--- src/hw/rtl/qvr_pkg.sv ---
package qvr_pkg;

  // Quaternion components are signed Q1.QUAT_FRAC_BITS.
  localparam int QUAT_FRAC_BITS = 30;

  localparam int Q_W   = 32;
  localparam int V_W   = 32;
  localparam int OUT_W = 32;

  localparam int NUM_Q = 4;
  localparam int NUM_V = 3;

  // Stage one: q * (0,v), three products per component.
  localparam int P1_TERMS = 3;
  localparam int PROD1_W  = Q_W + V_W;
  localparam int SUM1_W   = PROD1_W + 2;
  localparam int P_W      = SUM1_W - QUAT_FRAC_BITS;

  // Stage two: p * conj(q), four products per vector component, each split in two halves.
  localparam int P2_TERMS = 4;
  localparam int PLO_W    = P_W / 2;
  localparam int PHI_W    = P_W - PLO_W;
  localparam int PPL_W    = PLO_W + 1 + Q_W;
  localparam int PPH_W    = PHI_W + Q_W;
  localparam int PROD2_W  = P_W + Q_W;
  localparam int SUM2_W   = PROD2_W + 2;
  localparam int R_W      = SUM2_W - QUAT_FRAC_BITS;

  // Pipeline stage positions.
  localparam int ST_PROD1   = 0;
  localparam int ST_SUM1    = 1;
  localparam int ST_PROD2   = 2;
  localparam int ST_MERGE   = 3;
  localparam int ST_SUM2    = 4;
  localparam int ST_SAT     = 5;
  localparam int NUM_STAGES = 6;

  // Component indices.
  localparam logic [1:0] QI_W = 2'd0;
  localparam logic [1:0] QI_X = 2'd1;
  localparam logic [1:0] QI_Y = 2'd2;
  localparam logic [1:0] QI_Z = 2'd3;
  localparam logic [1:0] VI_X = 2'd0;
  localparam logic [1:0] VI_Y = 2'd1;
  localparam logic [1:0] VI_Z = 2'd2;

  localparam logic TERM_ADD = 1'b0;
  localparam logic TERM_SUB = 1'b1;

  typedef logic signed [Q_W-1:0]     quat_t;
  typedef logic signed [V_W-1:0]     vec_t;
  typedef logic signed [OUT_W-1:0]   out_t;
  typedef logic signed [PROD1_W-1:0] prod1_t;
  typedef logic signed [SUM1_W-1:0]  sum1_t;
  typedef logic signed [P_W-1:0]     pval_t;
  typedef logic signed [PPL_W-1:0]   pplo_t;
  typedef logic signed [PPH_W-1:0]   pphi_t;
  typedef logic signed [PROD2_W-1:0] prod2_t;
  typedef logic signed [SUM2_W-1:0]  sum2_t;
  typedef logic signed [R_W-1:0]     rval_t;

  localparam sum1_t HALF1 = sum1_t'(1) <<< (QUAT_FRAC_BITS - 1);
  localparam sum2_t HALF2 = sum2_t'(1) <<< (QUAT_FRAC_BITS - 1);

  // Stage one terms, grouped by component of p (w, x, y, z).
  localparam logic [1:0] P1_QSEL [NUM_Q*P1_TERMS] = '{
    QI_X, QI_Y, QI_Z,
    QI_W, QI_Y, QI_Z,
    QI_W, QI_Z, QI_X,
    QI_W, QI_X, QI_Y
  };
  localparam logic [1:0] P1_VSEL [NUM_Q*P1_TERMS] = '{
    VI_X, VI_Y, VI_Z,
    VI_X, VI_Z, VI_Y,
    VI_Y, VI_X, VI_Z,
    VI_Z, VI_Y, VI_X
  };
  localparam logic P1_NEG [NUM_Q*P1_TERMS] = '{
    TERM_SUB, TERM_SUB, TERM_SUB,
    TERM_ADD, TERM_ADD, TERM_SUB,
    TERM_ADD, TERM_ADD, TERM_SUB,
    TERM_ADD, TERM_ADD, TERM_SUB
  };

  // Stage two terms, grouped by output component (x, y, z). The conjugate signs
  // are folded into P2_NEG, so the multipliers see q itself.
  localparam logic [1:0] P2_PSEL [NUM_V*P2_TERMS] = '{
    QI_X, QI_Y, QI_Z, QI_W,
    QI_X, QI_Y, QI_Z, QI_W,
    QI_X, QI_Y, QI_Z, QI_W
  };
  localparam logic [1:0] P2_QSEL [NUM_V*P2_TERMS] = '{
    QI_W, QI_Z, QI_Y, QI_X,
    QI_Z, QI_W, QI_X, QI_Y,
    QI_Y, QI_X, QI_W, QI_Z
  };
  localparam logic P2_NEG [NUM_V*P2_TERMS] = '{
    TERM_ADD, TERM_SUB, TERM_ADD, TERM_SUB,
    TERM_ADD, TERM_ADD, TERM_SUB, TERM_SUB,
    TERM_SUB, TERM_ADD, TERM_ADD, TERM_SUB
  };

  // Load enables, one per pipeline stage.
  typedef struct packed {
    logic prod1;
    logic sum1;
    logic prod2;
    logic merge;
    logic sum2;
    logic sat;
  } stage_en_t;

endpackage

--- src/hw/rtl/qvr_pipe_ctrl.sv ---
module qvr_pipe_ctrl (
  input  logic              clk,
  input  logic              rst,
  input  logic              in_valid,
  output logic              in_stall,
  output logic              out_valid,
  input  logic              out_stall,
  output qvr_pkg::stage_en_t en
);
  import qvr_pkg::*;

  logic [NUM_STAGES-1:0] vld;
  logic [NUM_STAGES-1:0] vld_next;
  logic [NUM_STAGES-1:0] adv;

  // A stage may load when it is empty or its successor loads too.
  always_comb begin
    adv[NUM_STAGES-1] = !vld[NUM_STAGES-1] || !out_stall;
    for (int k = NUM_STAGES - 2; k >= 0; k--) begin
      adv[k] = !vld[k] || adv[k+1];
    end
  end

  always_comb begin
    vld_next = vld;
    if (adv[0]) begin
      vld_next[0] = in_valid;
    end
    for (int k = 1; k < NUM_STAGES; k++) begin
      if (adv[k]) begin
        vld_next[k] = vld[k-1];
      end
    end
  end

  always_ff @(posedge clk) begin
    if (rst) begin
      vld <= '0;
    end else begin
      vld <= vld_next;
    end
  end

  assign en.prod1 = adv[ST_PROD1];
  assign en.sum1  = adv[ST_SUM1];
  assign en.prod2 = adv[ST_PROD2];
  assign en.merge = adv[ST_MERGE];
  assign en.sum2  = adv[ST_SUM2];
  assign en.sat   = adv[ST_SAT];

  assign in_stall  = !adv[0];
  assign out_valid = vld[NUM_STAGES-1];

endmodule

--- config.mk ---
export PLATFORM = sky130hd
export DESIGN_NAME = qvr_pipe_ctrl
export DESIGN_NICKNAME = d
export VERILOG_FILES = /design/src/hw/rtl/qvr_pkg.sv /design/src/hw/rtl/qvr_pipe_ctrl.sv
export SDC_FILE = /design/constraint.sdc
export NUM_CORES = 1
export LEC_CHECK = 0
export ABC_CLOCK_PERIOD_IN_PS = 2260
export BUFFER_PORTS_ARGS = -buffer_cell sky130_fd_sc_hd__buf_2
export CAP_MARGIN = 20
export CORE_AREA = 2 2 39 41
export CTS_CLUSTER_DIAMETER = 80
export DETAILED_ROUTE_END_ITERATION = 6
export DIE_AREA = 0 0 41 43
export PLACE_DENSITY = 0.48
export SYNTH_ARGS = -nofsm -noshare
export SYNTH_HDL_FRONTEND = slang
export SYNTH_SLANG_ARGS = --single-unit
--- constraint.sdc ---
create_clock -name clk -period 2.26 [get_ports clk]
set_input_delay 0 -clock clk [delete_from_list [all_inputs] [get_ports clk]]
set_output_delay 0 -clock clk [all_outputs]
set_load 0.03 [all_outputs]
==> results of run 1 <==
-- worst max-delay path, cell delays in order (launching register included) --
cell,delay [ps]
dfxtp_1,360
nand4_1,190
or3_1,340
buf_2,180
-- Yosys cell counts (2+ instances only) --
cell      instances
a21oi_1           3
dfxtp_1           6
inv_1             4
nand2b_1          2
nand4_1           2
or3_1             2
-- path summary, 6_finish.rpt --
check                              end  cells after the start    from
worst max-delay path             en[5]                      3  vld[4]
worst min-delay path            vld[3]                      2     rst
worst max register to register  vld[0]                      2  vld[4]
worst min register to register  vld[2]                      2  vld[1]
-- cells in the final DEF, fill, tap and decap left out --
| cell | n |
|---|---|
| o41ai_1 | 1 |
| nand2_1 | 1 |
| o31ai_1 | 1 |
| dlygate4sd3_1 | 1 |
| nor3_1 | 1 |
| nor2_1 | 1 |
| inv_1 | 4 |
| nand4_1 | 2 |
| clkbuf_4 | 3 |
| buf_2 | 11 |
| nand3_1 | 1 |
| or3_1 | 2 |
| a21oi_1 | 3 |
| dfxtp_1 | 6 |
| nand2b_1 | 2 |
| or2_2 | 1 |
| o32ai_1 | 1 |
-- repair_timing --
item                                    4_1_cts  5_1_grt
hold endpoints to repair                      1        0
endpoints found under the setup margin        0        0
hold buffers                                  1        0
-- metal layers --
| metal | vias up | track usage | routed length [µm] |
|---|---|---|---|
| li1 | 130 | - | - |
| met1 | 104 | 0.0812 | 229 |
| met2 | 7 | 0.0813 | 238 |
| met3 | 0 | 0.0628 | 41 |
| met4 | 0 | 0.0400 | 0 |
| met5 | - | 0 | 0 |
-- power by group --
| group | internal (W) | total (W) | switching [W] |
|---|---|---|---|
| clock network | 0.0000600 | 0.0000970 | 0.0000371 |
| registers | 0.000109 | 0.000111 | 0.00000150 |
| logic | 0.00000540 | 0.0000113 | 0.00000589 |
-- cells by family (layout without fill, tap and decap cells) --
group	count (synthesis)	after routing	synth area share
compound gates	6	6	0.169
buf+inv	4	19	0.0635
flops	6	6	0.508
simple gates	11	11	0.259
-- per-stage QoR --
step / cell area [µm²] / hold slack (ps) / instances / setup WS, ps
2_1_floorplan: 236 / 69.1 / 27 / 597
3_3_place_gp: 312 / 256 / 54 / 1220
3_5_place_dp: 312 / 257 / 54 / 1210
4_1_cts: 344 / 3.13 / 58 / 936
5_1_grt: 344 / 19.6 / 58 / 813
6_report: 344 / 12.5 / 58 / 958
-- area by class of cell --
| type | count | area share |
|---|---|---|
| inverters | 4 | 0.0436 |
| clock buffers | 3 | 0.0655 |
| well taps | 16 | 0.0582 |
| flip-flops and latches | 6 | 0.349 |
| repair buffers | 12 | 0.189 |
| multi-input cells | 17 | 0.295 |
==> impl_results.md, run 1 <==
* Status: completed
* Arr. time, crit path at 1300 ps
* Final setup skew at 2.72 ps
* Library cells used by synthesis at 14
* Fmax at 0.768 GHz
* Slew @ Worst Pin at 267 ps
* Final hold vios at 0
* Nets at 48
* Top-area cell type share of the netlist area at 0.508
* Final Max Slew Viols at 0
* Async S/R FF share, synth at 0
* Gate Count Post-Synth at 27
* Clock Tree Root: clkbuf_4
* PD cells at 636 nW/µm²
* Syn avg cell area at 8.76 µm²
* Diodes inserted at 0
* Die width at 41 µm
* Die ar. at 1760 µm²
* Initial DRC Count at 3
* Seq cells post-synth at 6
* TritonCTS Buffers at 3
* Filler cells at 156
* GPL Wtd Cong at 0.700
* Tcrit/Tclk final at 0.576
* Rows at 14
* Setup Fix Bufs, Post-CTS at 0
* Worst setup EP type: output port
* Setup Crit Path Kind: register to output port
* Post-Syn Area at 236 µm²
* Initial core utilization at 0.171
* Crit path max fanout at 5
* Vias per inst at 4.16
* Number of setup violations in the final report at 0
* Multi-input gate area at 101 µm²
* RSZ-0062 raised after global routing: false
* Layout Utilization at 0.249
* Dpl hpwl at 403 µm
* Port-buffer cells at 11
* Top FF cell, synth: dfxtp_1
* First-pass GRT wire length at 759 µm
* Post-CTS Resized at 0
* Clock Pin Slew Worst Setup and Hold Paths at 50 ps
* Max FFs per register at 6
* Final WL at 509 µm
* Largest net degree at the start of global routing at 9
* Syn_nets at 31
* Regs by FF count: vld x6
* VDD IR-drop max at 0.000309 V
* CTS Buffer Depth at 2
* Layout cells sized above 1 at 0.357
* Core area at 1380 µm²
* 1st-pass router iterations at 2
* Tot GR Track Use at 0.0695
* Largest Register: vld
* Worst-Skew Late Latency at 240 ps
* Worst hold path type: input pin to register
* Required time of the critical path at 2260 ps
* DRC Markers at 0
* CTS tree: built
* Initial antenna violation count at 0
* Vias at 241
* R2R setup slack at 1310 ps
* Number of enable flip-flop cells after synthesis at 0
* Wirelength per Cell at 8.78 µm
* Routed Antenna Nets at 0
* Total Power at 0.000219 W
* P_leak at 0.128 nW
* H-tree depth at 1
* Type of origin of the critical path: register
* Die height at 43 µm
* Sequential share of the synthesized area at 0.508
* Worst slew margin at 0.820
* Area Overhead vs Synth at 45.5%
* Final setup TNS at 0 ps
* Max Cap Violations at 0
* Seq. cell area at 120 µm²
* Synth Warn # at 0
* Vias in the first global route at 195
* CTS Sinks at 6
* I/O Pins at 12
* Min cycle time layout at 1300 ps
* Grt ovf at 0
* Main area contributors after synthesis: dfxtp_1 (51%), a21oi_1 (6.3%), inv_1 (6.3%)
* Synth area leader: dfxtp_1
(Power assumes the default switching activity.)
==> inputs of run 2 (changes only) <==
ABC_AREA = 1   (was default)
ABC_CLOCK_PERIOD_IN_PS = 1200   (was 2260)
PLACE_DENSITY = 0.49   (was 0.48)
clock period = 1.2 ns   (was 2.26 ns; I/O delays follow)
==> run 2 against run 1 <==
Critical path depth grew 2; area after synthesis grew 3.7%; wire length grew 5.7%; synthesized cell count shrank 3.7%; global-route usage grew 1.1 points.
==> impl_results.md, run 2 <==
* Commonest non-fill, non-tap cell in the layout: buf_2
* Dpl hpwl at 411 µm (+1.9%)
* Synth area leader: dfxtp_1
* CP Cell Sequence: nand3_4, nor2_4, buf_6, nand3_2, buf_6
* Largest Register: vld
* Initial DRC Count at 0 (-3)
* Status: completed
* Arr. time, crit path at 1180 ps (-120 ps)
* Synth Warn # at 0 (unchanged)
* Required time of the critical path at 1200 ps (-1060 ps)
* VDD IR-drop max at 0.000408 V (+32%)
* Port-buffer cells at 11 (unchanged)
* PD cells at 1040 nW/µm² (+63%)
* Worst-Skew Late Latency at 260 ps (+20 ps)
* Vias in the first global route at 231 (+18%)
* CTS Sinks at 6 (unchanged)
* Worst slew margin at 0.851 (+0.0317)
* Routed Antenna Nets at 0 (unchanged)
* Area Overhead vs Synth at 74.0%
* Seq cells post-synth at 6 (unchanged)
* Library cells used by synthesis at 11 (-3)
* Most used cell along the critical path: buf_6
* Slowest-stage cell, CP: dfxtp_4
* Fmax at 0.849 GHz
* Initial core utilization at 0.177 (+0.00633)
* Top FF cell, synth: dfxtp_1
* Crit path from: vld[5]
* Switching Power at 0.000102 W (+130%)
* CTS Buffer Depth at 2 (unchanged)
* CTS tree: built
* P_leak at 0.168 nW (+31%)
* Logic pwr share at 0.051 (about the same)
* Sequential share of the synthesized area at 0.490 (-0.0181)
* 1st-pass router iterations at 1 (-1)
* Min cycle time layout at 1180 ps
* DRC Markers at 0 (unchanged)
* Place WS at 198 ps (-1010 ps)
* Final Max Slew Viols at 0 (unchanged)
* Clock power share at 0.478 (+0.035)
* Final setup skew at 11.7 ps (+8.97 ps)
* Slew @ Worst Pin at 223 ps (-44.4 ps)
* Initial antenna violation count at 0 (unchanged)
* TritonCTS Buffers at 3 (unchanged)
* Type of origin of the critical path: register
* Regs by FF count: vld x6
* H-tree depth at 1 (unchanged)
* Crit-path max cell delay at 350 ps (about the same)
* Max Cap Violations at 0 (unchanged)
* Commonest non-fill, non-tap cells in the layout: buf_2 (7), inv_1 (5), buf_6 (5), a21oi_1 (4), dfxtp_1 (4)
* Layout cells sized above 1 at 0.578 (+0.221)
* Core area at 1380 µm² (unchanged)
* Final setup TNS at 0 ps (unchanged)
* Grt ovf at 0 (unchanged)
* GPL Wtd Cong at 0.631 (-9.8%)
* Max FFs per register at 6 (unchanged)
* Number of enable flip-flop cells after synthesis at 0 (unchanged)
* Setup Crit Path Kind: register to output port
* Crit path max fanout at 3 (-2)
* Reg power frac at 0.471 (-0.034)
* Die height at 43 µm (unchanged)
* Cell area after layout at 427 µm² (+24%)
* Clock Pin Slew Worst Setup and Hold Paths at 50 ps (about the same)
* List of most frequent post-synthesis cells: dfxtp_1 (6), inv_1 (6), a21oi_1 (4)
* Vias per inst at 3.97 (-4.5%)
* Switching Fraction at 0.230 (+0.0269)
* Syn avg cell area at 9.43 µm² (+7.7%)
* Final hold vios at 0 (unchanged)
* I/O Pins at 12 (unchanged)
* First-pass GRT wire length at 910 µm (+20%)
* Clock Tree Root: clkbuf_4
* P_int at 0.000341 W (+96%)
* Number of setup violations in the final report at 0 (unchanged)
* Final worst setup slack at 22.2 ps (-936 ps)
* Tcrit/Tclk final at 0.982
* Rows at 14 (unchanged)
* Worst setup EP type: output port
* RSZ-0062 raised after global routing: true
* Worst hold path type: input pin to register
* Placed cell area at 343 µm² (+10%)
* Tot GR Track Use at 0.0805 (+0.0110)
* Async S/R FF share, synth at 0 (unchanged)
* Syn_nets at 30 (-3.2%)
* Wirelength per Cell at 8.82 µm (+0.50%)
* Diodes inserted at 0 (unchanged)
* Largest net degree at the start of global routing at 7 (-2)
* Gate Count Post-Synth at 26 (-3.7%)
* Final WL at 538 µm (+5.7%)
* Post-Syn Area at 245 µm² (+3.7%)
* Die width at 41 µm (unchanged)
* Main area contributors after synthesis: dfxtp_1 (49%), inv_1 (9.2%), nand4_4 (8.7%)
* Worst Hold Launch: out_stall
* Vias at 242 (+0.41%)
* Reg-to-Reg Start: vld[5]
* Layout Utilization at 0.308 (+0.0597)
* Top-area cell type share of the netlist area at 0.490 (-0.0181)
* Die ar. at 1760 µm² (unchanged)
* Nets at 50 (+4.2%)
==> run 2: what timing repair did <==
item | CTS | global route
pin swaps | 2 | 0
endpoints found under the setup margin | 4 | 4
hold endpoints to repair | 3 | 0
setup buffers | 1 | 0
hold buffers | 2 | 0
resized for setup | 6 | 6
==> run 2: worst max-delay path, delay by kind of cell, from the launching register on <==
family | cells | cell delay [ps]
buf+inv | 2 | 280
flops | 1 | 350
simple gates | 3 | 290
==> run 2: logic make-up (layout without fill, tap and decap cells) <==
family / count (synthesis) / in the layout / share of synthesized area
and+or+nand+nor: 8 / 8 / 0.286
buffers and inverters: 7 / 26 / 0.107
DFF: 6 / 6 / 0.490
AOI/OAI and AO/OA: 5 / 5 / 0.117
==> run 2: final timing paths <==
path / to / slack [ps] / cells after the start
max: en[4] / 20 / 5
min: vld[5] / 40 / 3
max reg2reg: vld[1] / 230 / 5
min reg2reg: vld[4] / 480 / 2
==> run 2: final cells by class <==
class,instances,area (µm²)
Multi-Input combinational cell,13,106
Clock buffer,4,26.3
Fill cell,150,957
Timing Repair Buffer,15,119
Tap cell,16,20.0
Inverter,7,30.0
Sequential cell,6,125
==> run 2: metrics by stage <==
| step | hold WS [ps] | total power [W] | instances |
|---|---|---|---|
| after floorplan | 59.4 | 0.000219 | 26 |
| after global placement | 254 | 0.000231 | 54 |
| after detailed placement | 260 | 0.000231 | 54 |
| after CTS | 34.8 | 0.000455 | 61 |
| after global routing | 51.5 | 0.000465 | 61 |
| final | 41.5 | 0.000443 | 61 |
==> run 2: per-layer routing <==
metal | vias up | global-route usage | part of all wire
met5 | - | 0 | 0
met4 | 0 | 0.0400 | 0.032
met2 | 9 | 0.106 | 0.49
li1 | 118 | - | -
met1 | 113 | 0.0874 | 0.36
met3 | 2 | 0.0681 | 0.11
==> run 2: power groups by stage <==
stage               registers [W]  clock network (W)   logic [W]
floorplan                0.000213                  0  0.00000649
global placement         0.000213                  0   0.0000176
detailed placement       0.000213                  0   0.0000178
CTS                      0.000209           0.000223   0.0000230
global route             0.000209           0.000230   0.0000258
finish                   0.000209           0.000212   0.0000226
