### config.mk
export PLATFORM = sky130hd
export DESIGN_NAME = qvr_sat
export DESIGN_NICKNAME = d
export VERILOG_FILES = /design/src/hw/rtl/qvr_pkg.sv /design/src/hw/rtl/qvr_sat.sv
export SDC_FILE = /design/constraint.sdc
export NUM_CORES = 1
export LEC_CHECK = 0
export BUFFER_PORTS_ARGS = -buffer_cell sky130_fd_sc_hd__buf_2
export CORE_MARGIN = 5
export CORE_UTILIZATION = 48
export CTS_CLUSTER_DIAMETER = 40
export DETAILED_ROUTE_END_ITERATION = 8
export PLACE_DENSITY = 0.85
export SYNTH_ARGS = -nofsm -noshare
export SYNTH_HDL_FRONTEND = slang
export SYNTH_SLANG_ARGS = --single-unit
### constraint.sdc
create_clock -name clk -period 2.2 [get_ports clk]
set_input_delay 0.22 -clock clk [delete_from_list [all_inputs] [get_ports clk]]
set_output_delay 0.22 -clock clk [all_outputs]
set_load 0.005 [all_outputs]
### src/hw/rtl/qvr_pkg.sv
package qvr_pkg;

  // Quaternion components are signed Q1.QUAT_FRAC_BITS.
  localparam int QUAT_FRAC_BITS = 30;

  localparam int Q_W   = 32;
  localparam int V_W   = 32;
  localparam int OUT_W = 32;

  localparam int NUM_Q = 4;
  localparam int NUM_V = 3;

  // Stage one: q * (0,v), three products per component.
  localparam int P1_TERMS = 3;
  localparam int PROD1_W  = Q_W + V_W;
  localparam int SUM1_W   = PROD1_W + 2;
  localparam int P_W      = SUM1_W - QUAT_FRAC_BITS;

  // Stage two: p * conj(q), four products per vector component, each split in two halves.
  localparam int P2_TERMS = 4;
  localparam int PLO_W    = P_W / 2;
  localparam int PHI_W    = P_W - PLO_W;
  localparam int PPL_W    = PLO_W + 1 + Q_W;
  localparam int PPH_W    = PHI_W + Q_W;
  localparam int PROD2_W  = P_W + Q_W;
  localparam int SUM2_W   = PROD2_W + 2;
  localparam int R_W      = SUM2_W - QUAT_FRAC_BITS;

  // Pipeline stage positions.
  localparam int ST_PROD1   = 0;
  localparam int ST_SUM1    = 1;
  localparam int ST_PROD2   = 2;
  localparam int ST_MERGE   = 3;
  localparam int ST_SUM2    = 4;
  localparam int ST_SAT     = 5;
  localparam int NUM_STAGES = 6;

  // Component indices.
  localparam logic [1:0] QI_W = 2'd0;
  localparam logic [1:0] QI_X = 2'd1;
  localparam logic [1:0] QI_Y = 2'd2;
  localparam logic [1:0] QI_Z = 2'd3;
  localparam logic [1:0] VI_X = 2'd0;
  localparam logic [1:0] VI_Y = 2'd1;
  localparam logic [1:0] VI_Z = 2'd2;

  localparam logic TERM_ADD = 1'b0;
  localparam logic TERM_SUB = 1'b1;

  typedef logic signed [Q_W-1:0]     quat_t;
  typedef logic signed [V_W-1:0]     vec_t;
  typedef logic signed [OUT_W-1:0]   out_t;
  typedef logic signed [PROD1_W-1:0] prod1_t;
  typedef logic signed [SUM1_W-1:0]  sum1_t;
  typedef logic signed [P_W-1:0]     pval_t;
  typedef logic signed [PPL_W-1:0]   pplo_t;
  typedef logic signed [PPH_W-1:0]   pphi_t;
  typedef logic signed [PROD2_W-1:0] prod2_t;
  typedef logic signed [SUM2_W-1:0]  sum2_t;
  typedef logic signed [R_W-1:0]     rval_t;

  localparam sum1_t HALF1 = sum1_t'(1) <<< (QUAT_FRAC_BITS - 1);
  localparam sum2_t HALF2 = sum2_t'(1) <<< (QUAT_FRAC_BITS - 1);

  // Stage one terms, grouped by component of p (w, x, y, z).
  localparam logic [1:0] P1_QSEL [NUM_Q*P1_TERMS] = '{
    QI_X, QI_Y, QI_Z,
    QI_W, QI_Y, QI_Z,
    QI_W, QI_Z, QI_X,
    QI_W, QI_X, QI_Y
  };
  localparam logic [1:0] P1_VSEL [NUM_Q*P1_TERMS] = '{
    VI_X, VI_Y, VI_Z,
    VI_X, VI_Z, VI_Y,
    VI_Y, VI_X, VI_Z,
    VI_Z, VI_Y, VI_X
  };
  localparam logic P1_NEG [NUM_Q*P1_TERMS] = '{
    TERM_SUB, TERM_SUB, TERM_SUB,
    TERM_ADD, TERM_ADD, TERM_SUB,
    TERM_ADD, TERM_ADD, TERM_SUB,
    TERM_ADD, TERM_ADD, TERM_SUB
  };

  // Stage two terms, grouped by output component (x, y, z). The conjugate signs
  // are folded into P2_NEG, so the multipliers see q itself.
  localparam logic [1:0] P2_PSEL [NUM_V*P2_TERMS] = '{
    QI_X, QI_Y, QI_Z, QI_W,
    QI_X, QI_Y, QI_Z, QI_W,
    QI_X, QI_Y, QI_Z, QI_W
  };
  localparam logic [1:0] P2_QSEL [NUM_V*P2_TERMS] = '{
    QI_W, QI_Z, QI_Y, QI_X,
    QI_Z, QI_W, QI_X, QI_Y,
    QI_Y, QI_X, QI_W, QI_Z
  };
  localparam logic P2_NEG [NUM_V*P2_TERMS] = '{
    TERM_ADD, TERM_SUB, TERM_ADD, TERM_SUB,
    TERM_ADD, TERM_ADD, TERM_SUB, TERM_SUB,
    TERM_SUB, TERM_ADD, TERM_ADD, TERM_SUB
  };

  // Load enables, one per pipeline stage.
  typedef struct packed {
    logic prod1;
    logic sum1;
    logic prod2;
    logic merge;
    logic sum2;
    logic sat;
  } stage_en_t;

endpackage

### src/hw/rtl/qvr_sat.sv
module qvr_sat (
  input  logic               clk,
  input  qvr_pkg::stage_en_t en,
  input  qvr_pkg::rval_t     r [qvr_pkg::NUM_V],
  output qvr_pkg::out_t      rot [qvr_pkg::NUM_V],
  output logic               saturated
);
  import qvr_pkg::*;

  out_t rot_next [NUM_V];
  logic clip;

  // A value fits when all bits from the output sign bit upward agree.
  always_comb begin
    logic [R_W-OUT_W:0] hi;
    clip = 1'b0;
    for (int c = 0; c < NUM_V; c++) begin
      hi = r[c][R_W-1:OUT_W-1];
      if ((&hi) || !(|hi)) begin
        rot_next[c] = r[c][OUT_W-1:0];
      end else begin
        clip = 1'b1;
        rot_next[c] = r[c][R_W-1] ? {1'b1, {(OUT_W-1){1'b0}}} : {1'b0, {(OUT_W-1){1'b1}}};
      end
    end
  end

  always_ff @(posedge clk) begin
    if (en.sat) begin
      rot       <= rot_next;
      saturated <= clip;
    end
  end

endmodule

==> run_results.csv, run 1 <==
group,metric,value,unit
status,status,"complete, no violations",
power,power,3.81,mW
floorplanning,rows,33,
synth,synthesis.nets,366,
sta,timing.fmax,630,MHz
min_path,holdPathStages,1,
final_layout,fin_nets,575,
routing,wirelength,9610,um
critical_path,critPathKind,"primary input to flop",
critical_path,endpoint_kind,"flop",
flow_run,maxCapViolations,0,
critical_path,critical-path-top-delay-family,"compound AO/OA/AOI/OAI gates",
synth,synth-seq-cells,97,
routing,vias,2829,
power,power_density,719,nW/um2
routing,routedWlPerCell,17.2,um
critical_path,cp.required,2.24,ns
placement,gp_congestion,0.750,
clocking,cts_buffers,9,
global_route,grt_max_degree,98,
critical_path,path_cells,"buf_2 > nand4_1 > o31ai_4 > nand3_1",
clocking,cts.htree.levels,3,
synth,yosysSeqAreaShare,0.720,
sta,period_share,0.721,
sta,slew_viol_final,0,
global_route,grt_usage,0.180,
global_route,grt_pass1_wl,14300,um
synth,synth_top_area_frac,0.720,
clocking,cts-root-buf,"clkbuf_8",
clocking,clockBufferDepth,2,
critical_path,crit_buf_inv,1,
routing,initialDrtViolationCount,112,
synth,syn_area_per_cell,16.9,um2
routing,dr.pass1.iters,4,
critical_path,slowest_delay,1.01,ns
floorplanning,num_io_pins,224,
synth,synthesis.area,4050,um2
floorplanning,die_area,10400,um2
routing,drc,0,
synth,synth.area.top_cells,"edfxtp_1, a21o_1, buf_6",
sta,hold_viol_final,0,
final_layout,drive_gt1_frac,0.541,
global_route,grt.overflow.total,0,
critical_path,cp-start-kind,"primary input",
min_path,min_from,"r[79]",
clocking,cts_setup_buffers,0,
placement,placed_area,5100,um2
critical_path,critPathMaxFanout,32,
final_layout,antenna_cells,0,
global_route,antenna_found_initial,0,
sta,grt_setup_unrepaired,"false",
floorplanning,fp.coreArea,8220,um2
sta,setup_viol,0,
clocking,postCtsResizedCells,0,
power,power_leakage,2.60,nW
final_layout,multi_input_area,948,um2
synth,yosysTopAreaCell,"edfxtp_1",
critical_path,critPathArrivalTime,1.63,ns
synth,yosysWarnings,0,
final_layout,seqCellArea,2910,um2
routing,met2_length,4910,um
global_route,grt_pass1_vias,2971,
clocking,cts_hold_buffers,0,
floorplanning,die-height,102,um
routing,met1_length,3410,um
floorplanning,die_w,102,um
power,ir_drop,489,uV
sta,fin_setup_tns,0,ns
sta,worst_slew_pin_slew,1.20,ns
clocking,clock_sinks,97,
final_layout,final_cell_area,5300,um2
synth,ys_types,20,
clocking,clk_pin_slew,0.09,ns
routing,drt-vias-per-instance,5.07,
min_path,holdCritPathClass,"primary input to flop",
synth,synthCells,239,
floorplanning,start_util,0.492,
routing,met3_length,1100,um
routing,routed.top_layer,"met4",
min_path,holdPathEnd,"rot[63]",
sta,slew-limit-headroom,0.202,
sta,min_period,1.59,ns
final_layout,area_delta_synth_final,30.9,%
routing,antenna_left,0,
critical_path,slowest_stage,"o31ai_4",
final_layout,finish.utilization,0.645,
clocking,cts_tree,"done",
final_layout,fillers,667,
placement,place.port_buffers,218,
placement,dpl.hpwl,6950,um
==> cell usage after synthesis <==
cell type  instances
inv_1              1
nand3_2            2
buf_2              3
o31ai_4            2
nor2b_4            2
nor4_4             2
a21o_1            91
nor2_1             2
nand4_1            4
edfxtp_1          97
a21o_2             2
o21ai_1            1
clkbuf_1           3
a21oi_1            1
o31ai_1            1
nor4_1             2
nand2_1            2
nand3_1            4
nor3_1             2
buf_6             15
==> placed cells by master (no fill, tap or decap), drive strengths merged <==
cell type / Yosys / routed
inv: 1 / 1
edfxtp: 97 / 97
nand3: 6 / 6
nand2: 2 / 2
clkinvlp: 0 / 2
nor4: 4 / 4
buf: 18 / 219
nor3: 2 / 2
a21oi: 1 / 1
nand4: 4 / 4
bufinv: 0 / 1
a21o: 93 / 93
clkbuf: 3 / 10
clkinv: 0 / 3
o21ai: 1 / 1
o31ai: 3 / 3
nor2: 2 / 2
nor2b: 2 / 2
==> cells by family after synthesis <==
kind of cell,share of synthesized area
simple gates,0.0427
flops,0.720
compound gates,0.188
buf+inv,0.0492
==> flip-flops by register name, summed over array words and instances, names as in the netlist <==
signal and flops:
saturated 1, rot 96
==> per-layer routing <==
layer	up-vias	global-route usage
met5	-	0
met4	0	0.0573
met3	16	0.0764
met2	146	0.318
met1	1329	0.196
li1	1338	-
==> through the flow <==
stage                     instances  worst slack (ns)  hold slack [ns]
after floorplan                 239             0.904            0.332
after global placement          542             0.281            0.469
after detailed placement        542             0.231            0.478
after CTS                       558             0.599            0.103
after global routing            558             0.458            0.105
final                           558             0.614            0.121
==> layout make-up <==
cell class	instances	area share
Inverter	1	0.000709
Timing Repair Buffer	219	0.210
Clock buffer	10	0.0241
Tap cell	105	0.0248
Clock inverter	6	0.0111
Sequential cell	97	0.550
Multi-Input combinational cell	120	0.179
==> report_power, final <==
part           internal [mW]  leakage, nW  switching (mW)  total [mW]
Clock                  0.519       0.0897           0.588        1.11
Combinational          0.236         1.56           0.228       0.463
Sequential              2.20        0.952          0.0362        2.24
Total                   2.96         2.60           0.852        3.81
==> how the worst max path moves through the flow <==
| stage | from | to | slack, ns | cells after the start |
|---|---|---|---|---|
| 2_1_floorplan | r[118] | rot[64] | 0.90 | 4 |
| 3_5_place_dp | r[35] | saturated | 0.23 | 4 |
| 3_3_place_gp | r[75] | saturated | 0.28 | 4 |
| 4_1_cts | r[35] | saturated | 0.60 | 4 |
| 6_report | r[35] | saturated | 0.61 | 4 |
| 5_1_grt | r[75] | saturated | 0.46 | 4 |
(Power assumes the default switching activity.)
==> inputs of run 2 (changes only) <==
--- a/config.mk
+++ b/config.mk
@@ -7,10 +7,10 @@
 export LEC_CHECK = 0
 export BUFFER_PORTS_ARGS = -buffer_cell sky130_fd_sc_hd__buf_2
 export CORE_MARGIN = 5
-export CORE_UTILIZATION = 48
+export CORE_UTILIZATION = 44
 export CTS_CLUSTER_DIAMETER = 40
 export DETAILED_ROUTE_END_ITERATION = 8
-export PLACE_DENSITY = 0.85
+export PLACE_DENSITY = 0.78
 export SYNTH_ARGS = -nofsm -noshare
 export SYNTH_HDL_FRONTEND = slang
 export SYNTH_SLANG_ARGS = --single-unit
==> constraint.sdc (replaced) <==
create_clock -name clk -period 1.6 [get_ports clk]
set_input_delay 0.16 -clock clk [delete_from_list [all_inputs] [get_ports clk]]
set_output_delay 0.16 -clock clk [all_outputs]
set_load 0.005 [all_outputs]
==> run 2 against run 1 <==
Effect of this change:
- clock power up 41%
- sequential share of layout area down 1.5 points
- hold slack worse by 0.055 ns
- highest routed layer unchanged
- final cell count up 3.6%
- critical endpoint unchanged
- sequential power up 37%
- via count up 1.6%
- core utilization down 4.7 points
- total power up 39%
==> run_results.csv, run 2 (synthesized netlist as in run 1, its figures left out) <==
group,metric,value,unit
final_layout,fillers,745,
global_route,grt_pass1_vias,2944,
sta,slew-limit-headroom,0.232,
routing,wirelength,9430,um
power,ir_drop,484,uV
final_layout,instances_no_fill,578,
routing,met1_length,3550,um
routing,routed.top_layer,"met4",
final_layout,layout_common_cells,"buf_2, edfxtp_1, a21o_1, buf_4, clkbuf_8",
sta,grt_setup_unrepaired,"false",
routing,antenna_left,0,
final_layout,fin_nets,589,
clocking,cts.htree.levels,3,
sta,timing.fmax,683,MHz
critical_path,slowest_stage,"o31ai_4",
sta,min_period,1.46,ns
global_route,grt_usage,0.165,
final_layout,reg_top3,"rot: 96 flops, saturated: 1 flops",
placement,dpl.hpwl,6900,um
final_layout,final_common_cell,"buf_2",
final_layout,area_delta_synth_final,34.6,%
sta,setup_viol,0,
floorplanning,die_w,106,um
global_route,grt.overflow.total,0,
global_route,grt_max_degree,53,
final_layout,antenna_cells,0,
routing,met3_length,978,um
sta,hold_viol_final,0,
placement,placed_area,5250,um2
placement,placed_cells,562,
floorplanning,die-height,106,um
critical_path,slowest_delay,0.98,ns
min_path,holdPathStages,2,
flow_run,maxCapViolations,0,
final_layout,drive_gt1_frac,0.557,
routing,dr.pass1.iters,6,
critical_path,path_cells,"buf_2 > nand4_1 > o31ai_4 > nand3_1",
sta,period_share,0.916,
sta,setup_ws,0.135,ns
sta,fin_setup_tns,0,ns
global_route,antenna_found_initial,0,
placement,gp_congestion,0.748,
critical_path,critPathMaxFanout,32,
clocking,cts_buffers,9,
sta,worst_slew_pin_slew,1.15,ns
routing,initialDrtViolationCount,105,
min_path,holdPathEnd,"rot[65]",
clocking,cts_setup_buffers,0,
placement,place.port_buffers,218,
routing,vias,2874,
routing,met2_length,4760,um
critical_path,endpoint_kind,"flop",
status,status,"complete, no violations",
floorplanning,start_util,0.444,
critical_path,critPathArrivalTime,1.51,ns
power,power_leakage,2.69,nW
global_route,grt_pass1_wl,14700,um
final_layout,final_cell_area,5450,um2
clocking,clock_sinks,97,
clocking,postCtsResizedCells,0,
critical_path,cp.required,1.65,ns
clocking,cts_tree,"done",
clocking,cts_hold_buffers,0,
floorplanning,fp.coreArea,9110,um2
critical_path,cp-start-kind,"primary input",
min_path,min_from,"r[81]",
power,power,5.31,mW
final_layout,max_flop_register,"rot",
placement,place_ws,-0.259,ns
power,power_density,975,nW/um2
clocking,clk_pin_slew,0.10,ns
clocking,clockBufferDepth,2,
floorplanning,rows,35,
critical_path,critPathKind,"primary input to flop",
floorplanning,die_area,11200,um2
clocking,cts-root-buf,"clkbuf_8",
min_path,holdCritPathClass,"primary input to flop",
routing,drt-vias-per-instance,4.97,
floorplanning,num_io_pins,224,
routing,routedWlPerCell,16.3,um
routing,drc,0,
final_layout,largest_reg_flops,96,
sta,slew_viol_final,0,
## run 2: changes by cell type in the layout (fill, tap and decap cells not counted)
cell        previous run  this run
a21oi_4                1         0
clkinvlp_4             2         1
inv_6                  0         2
buf_12                 1         4
buf_4                  1        12
a21oi_2                0         1
clkinv_1               1         0
## run 2: power breakdown
part	leakage (nW)	switching [mW]	internal (mW)
clock network	0.0971	0.841	0.730
logic	1.64	0.316	0.350
registers	0.952	0.0459	3.02
total	2.69	1.20	4.10
## run 2: stage by stage
step	utilization	hold WS (ns)
after floorplan	-	0.272
after detailed placement	0.577	0.417
final	0.598	0.0658
after global placement	0.577	0.408
after CTS	0.598	0.0334
after global routing	0.598	0.0470
## run 2: area by class of cell
| type | instances | area [um2] | share of cell area |
|---|---|---|---|
| clock buffers | 10 | 128 | 0.0234 |
| clock inverters | 6 | 65.1 | 0.0119 |
| inverters | 1 | 3.75 | 0.000689 |
| multi-input cells | 120 | 941 | 0.173 |
| flip-flops and latches | 97 | 2910 | 0.535 |
| well taps | 111 | 139 | 0.0255 |
| repair buffers | 233 | 1260 | 0.231 |
## run 2: worst max path at each step
stage          startpoint        end  slack [ns]  cells past startpoint
2_1_floorplan      r[118]    rot[64]        0.36                      4
3_3_place_gp        r[77]  saturated       -0.22                      4
3_5_place_dp        r[77]  saturated       -0.26                      4
4_1_cts             r[78]  saturated        0.13                      4
5_1_grt             r[77]  saturated        0.03                      4
6_report            r[77]  saturated        0.14                      4
## run 2: per-layer routing
layer	GRT usage	up-vias
met5	0	-
met4	0.0564	0
met3	0.0612	13
met2	0.281	131
met1	0.193	1357
li1	-	1373
## run 2: worst max-delay path, delay by kind of cell
family | cells | cell delay, ns
and+or+nand+nor | 2 | 0.28
buffers and inverters | 1 | 0.09
AOI/OAI and AO/OA | 1 | 0.98
==> inputs of run 3 (changes only) <==
==> constraint.sdc (replaced) <==
create_clock -name clk -period 1.6 [get_ports clk]
set_input_delay 0.32 -clock clk [delete_from_list [all_inputs] [get_ports clk]]
set_output_delay 0.32 -clock clk [all_outputs]
set_load 0.005 [all_outputs]
==> run 3 against run 2 <==
Effect of this change:
- total power shrank 0.21%
- first-iteration DRC count rose by 23%
- critical path type unchanged
- sequential share of layout area fell by 0.56 points
- count of clock-buffer cells in the layout unchanged
- core utilization rose by 0.63 points
- non-clock buffer count up 3
- hold slack improved by 0.12 ns
==> run_results.csv, run 3 (synthesized netlist as in run 1, its figures left out) <==
group,metric,value,unit
routing,antenna_left,0,
floorplanning,die_w,106,um
status,status,"complete, no violations",
global_route,grt_pass1_wl,15100,um
critical_path,path_cells,"buf_2 > nand4_1 > o31ai_4 > buf_12 > a21o_1",
power,p_seq_frac,0.580,
power,power_frac_comb,0.126,
clocking,cts_tree,"done",
final_layout,fin_nets,592,
routing,vias,2932,
placement,place.port_buffers,218,
final_layout,final_common_cell,"buf_2",
power,power.switching,1.20,mW
power,ir_drop,470,uV
min_path,holdCritPathClass,"primary input to flop",
clocking,clk_pin_slew,0.09,ns
critical_path,critPathArrivalTime,1.56,ns
sta,worst_slew_pin_slew,0.731,ns
sta,setup_viol,0,
critical_path,cp-start-kind,"primary input",
sta,grt_setup_unrepaired,"false",
critical_path,endpoint_kind,"flop",
floorplanning,fp.coreArea,9110,um2
critical_path,cp.required,1.82,ns
sta,slew_viol_final,0,
final_layout,antenna_cells,0,
floorplanning,start_util,0.444,
sta,hold_viol_final,0,
global_route,antenna_found_initial,0,
final_layout,drive_gt1_frac,0.560,
clocking,clock_sinks,97,
clocking,cts_buffers,9,
sta,holdWs,0.187,ns
clocking,cts-root-buf,"clkbuf_8",
placement,place_ws,-0.301,ns
global_route,grt_max_degree,53,
final_layout,max_flop_register,"rot",
power,power_density,963,nW/um2
sta,timing.fmax,747,MHz
power,p_int,4.10,mW
critical_path,critPathKind,"primary input to flop",
routing,initialDrtViolationCount,129,
critical_path,critPathMaxFanout,14,
power,power_leakage,2.71,nW
clocking,cts.htree.levels,3,
final_layout,reg_top3,"rot: 96 flops, saturated: 1 flops",
routing,drt-vias-per-instance,5.05,
flow_run,maxCapViolations,0,
final_layout,largest_reg_flops,96,
global_route,grt_usage,0.172,
routing,dr.pass1.iters,4,
power,switching_share,0.226,
global_route,grt.overflow.total,0,
final_layout,area_delta_synth_final,36.0,%
routing,drc,0,
routing,wirelength,9620,um
placement,dpl.hpwl,7190,um
floorplanning,die-height,106,um
placement,gp_congestion,0.743,
final_layout,finish.utilization,0.604,
final_layout,layout_common_cells,"buf_2, edfxtp_1, a21o_1, buf_4, clkbuf_8",
floorplanning,die_area,11200,um2
clocking,cts_setup_buffers,0,
global_route,grt_pass1_vias,3068,
sta,min_period,1.34,ns
sta,setup_ws,0.262,ns
sta,period_share,0.836,
clocking,clockBufferDepth,2,
critical_path,slowest_delay,0.67,ns
sta,slew-limit-headroom,0.511,
routing,routedWlPerCell,16.6,um
floorplanning,num_io_pins,224,
floorplanning,rows,35,
power,clkPwrFrac,0.294,
critical_path,slowest_stage,"o31ai_4",
-- run 3: worst max-delay path, delay by kind of cell --
family,cells,cell delay (ns)
AND/OR/NAND/NOR,1,0.13
AO/OA/AOI/OAI,2,0.80
buffers and inverters,2,0.30
-- run 3: cell type report --
| class | instances | area (um2) |
|---|---|---|
| timing repair buffer | 236 | 1300 |
| clock inverter | 6 | 67.6 |
| multi-input combinational | 120 | 948 |
| inverter | 1 | 3.75 |
| tap | 111 | 139 |
| sequential | 97 | 2910 |
| clock buffer | 10 | 128 |
| fill | 741 | 3610 |
-- run 3: power groups by stage --
| stage | registers [mW] | logic, mW | clock network [mW] |
|---|---|---|---|
| after floorplan | 3.17 | 0.182 | 0 |
| after global placement | 3.12 | 0.652 | 0 |
| after detailed placement | 3.13 | 0.672 | 0 |
| after CTS | 3.08 | 0.674 | 1.62 |
| after global routing | 3.09 | 0.733 | 1.74 |
| final | 3.07 | 0.666 | 1.56 |
-- run 3: path summary, 6_finish.rpt --
kind,from,slack (ns),cells after the start,end
worst max-delay path,r[37],0.26,5,rot[4]
worst min-delay path,r[39],0.19,1,rot[31]
-- run 3: per-stage QoR --
step / cell area, um2 / TNS (ns) / cells / total power [mW]
finish: 5500 / 0 / 581 / 5.30
detailed placement: 5300 / -11.14 / 565 / 3.80
floorplan: 4050 / 0 / 239 / 3.35
global route: 5500 / 0 / 581 / 5.57
global placement: 5300 / -8.85 / 565 / 3.78
CTS: 5500 / 0 / 581 / 5.37
-- run 3: metal layers --
metal | up-vias | share of wire | track usage
met5 | - | 0 | 0
met4 | 0 | 0.013 | 0.0500
met3 | 12 | 0.095 | 0.0631
met2 | 143 | 0.52 | 0.301
met1 | 1400 | 0.37 | 0.196
li1 | 1377 | - | -
-- run 3: timing repair --
action / in CTS / in global routing
setup endpoints to repair: 0 / 31
gates resized for setup: 0 / 1
hold buffers: 0 / 0
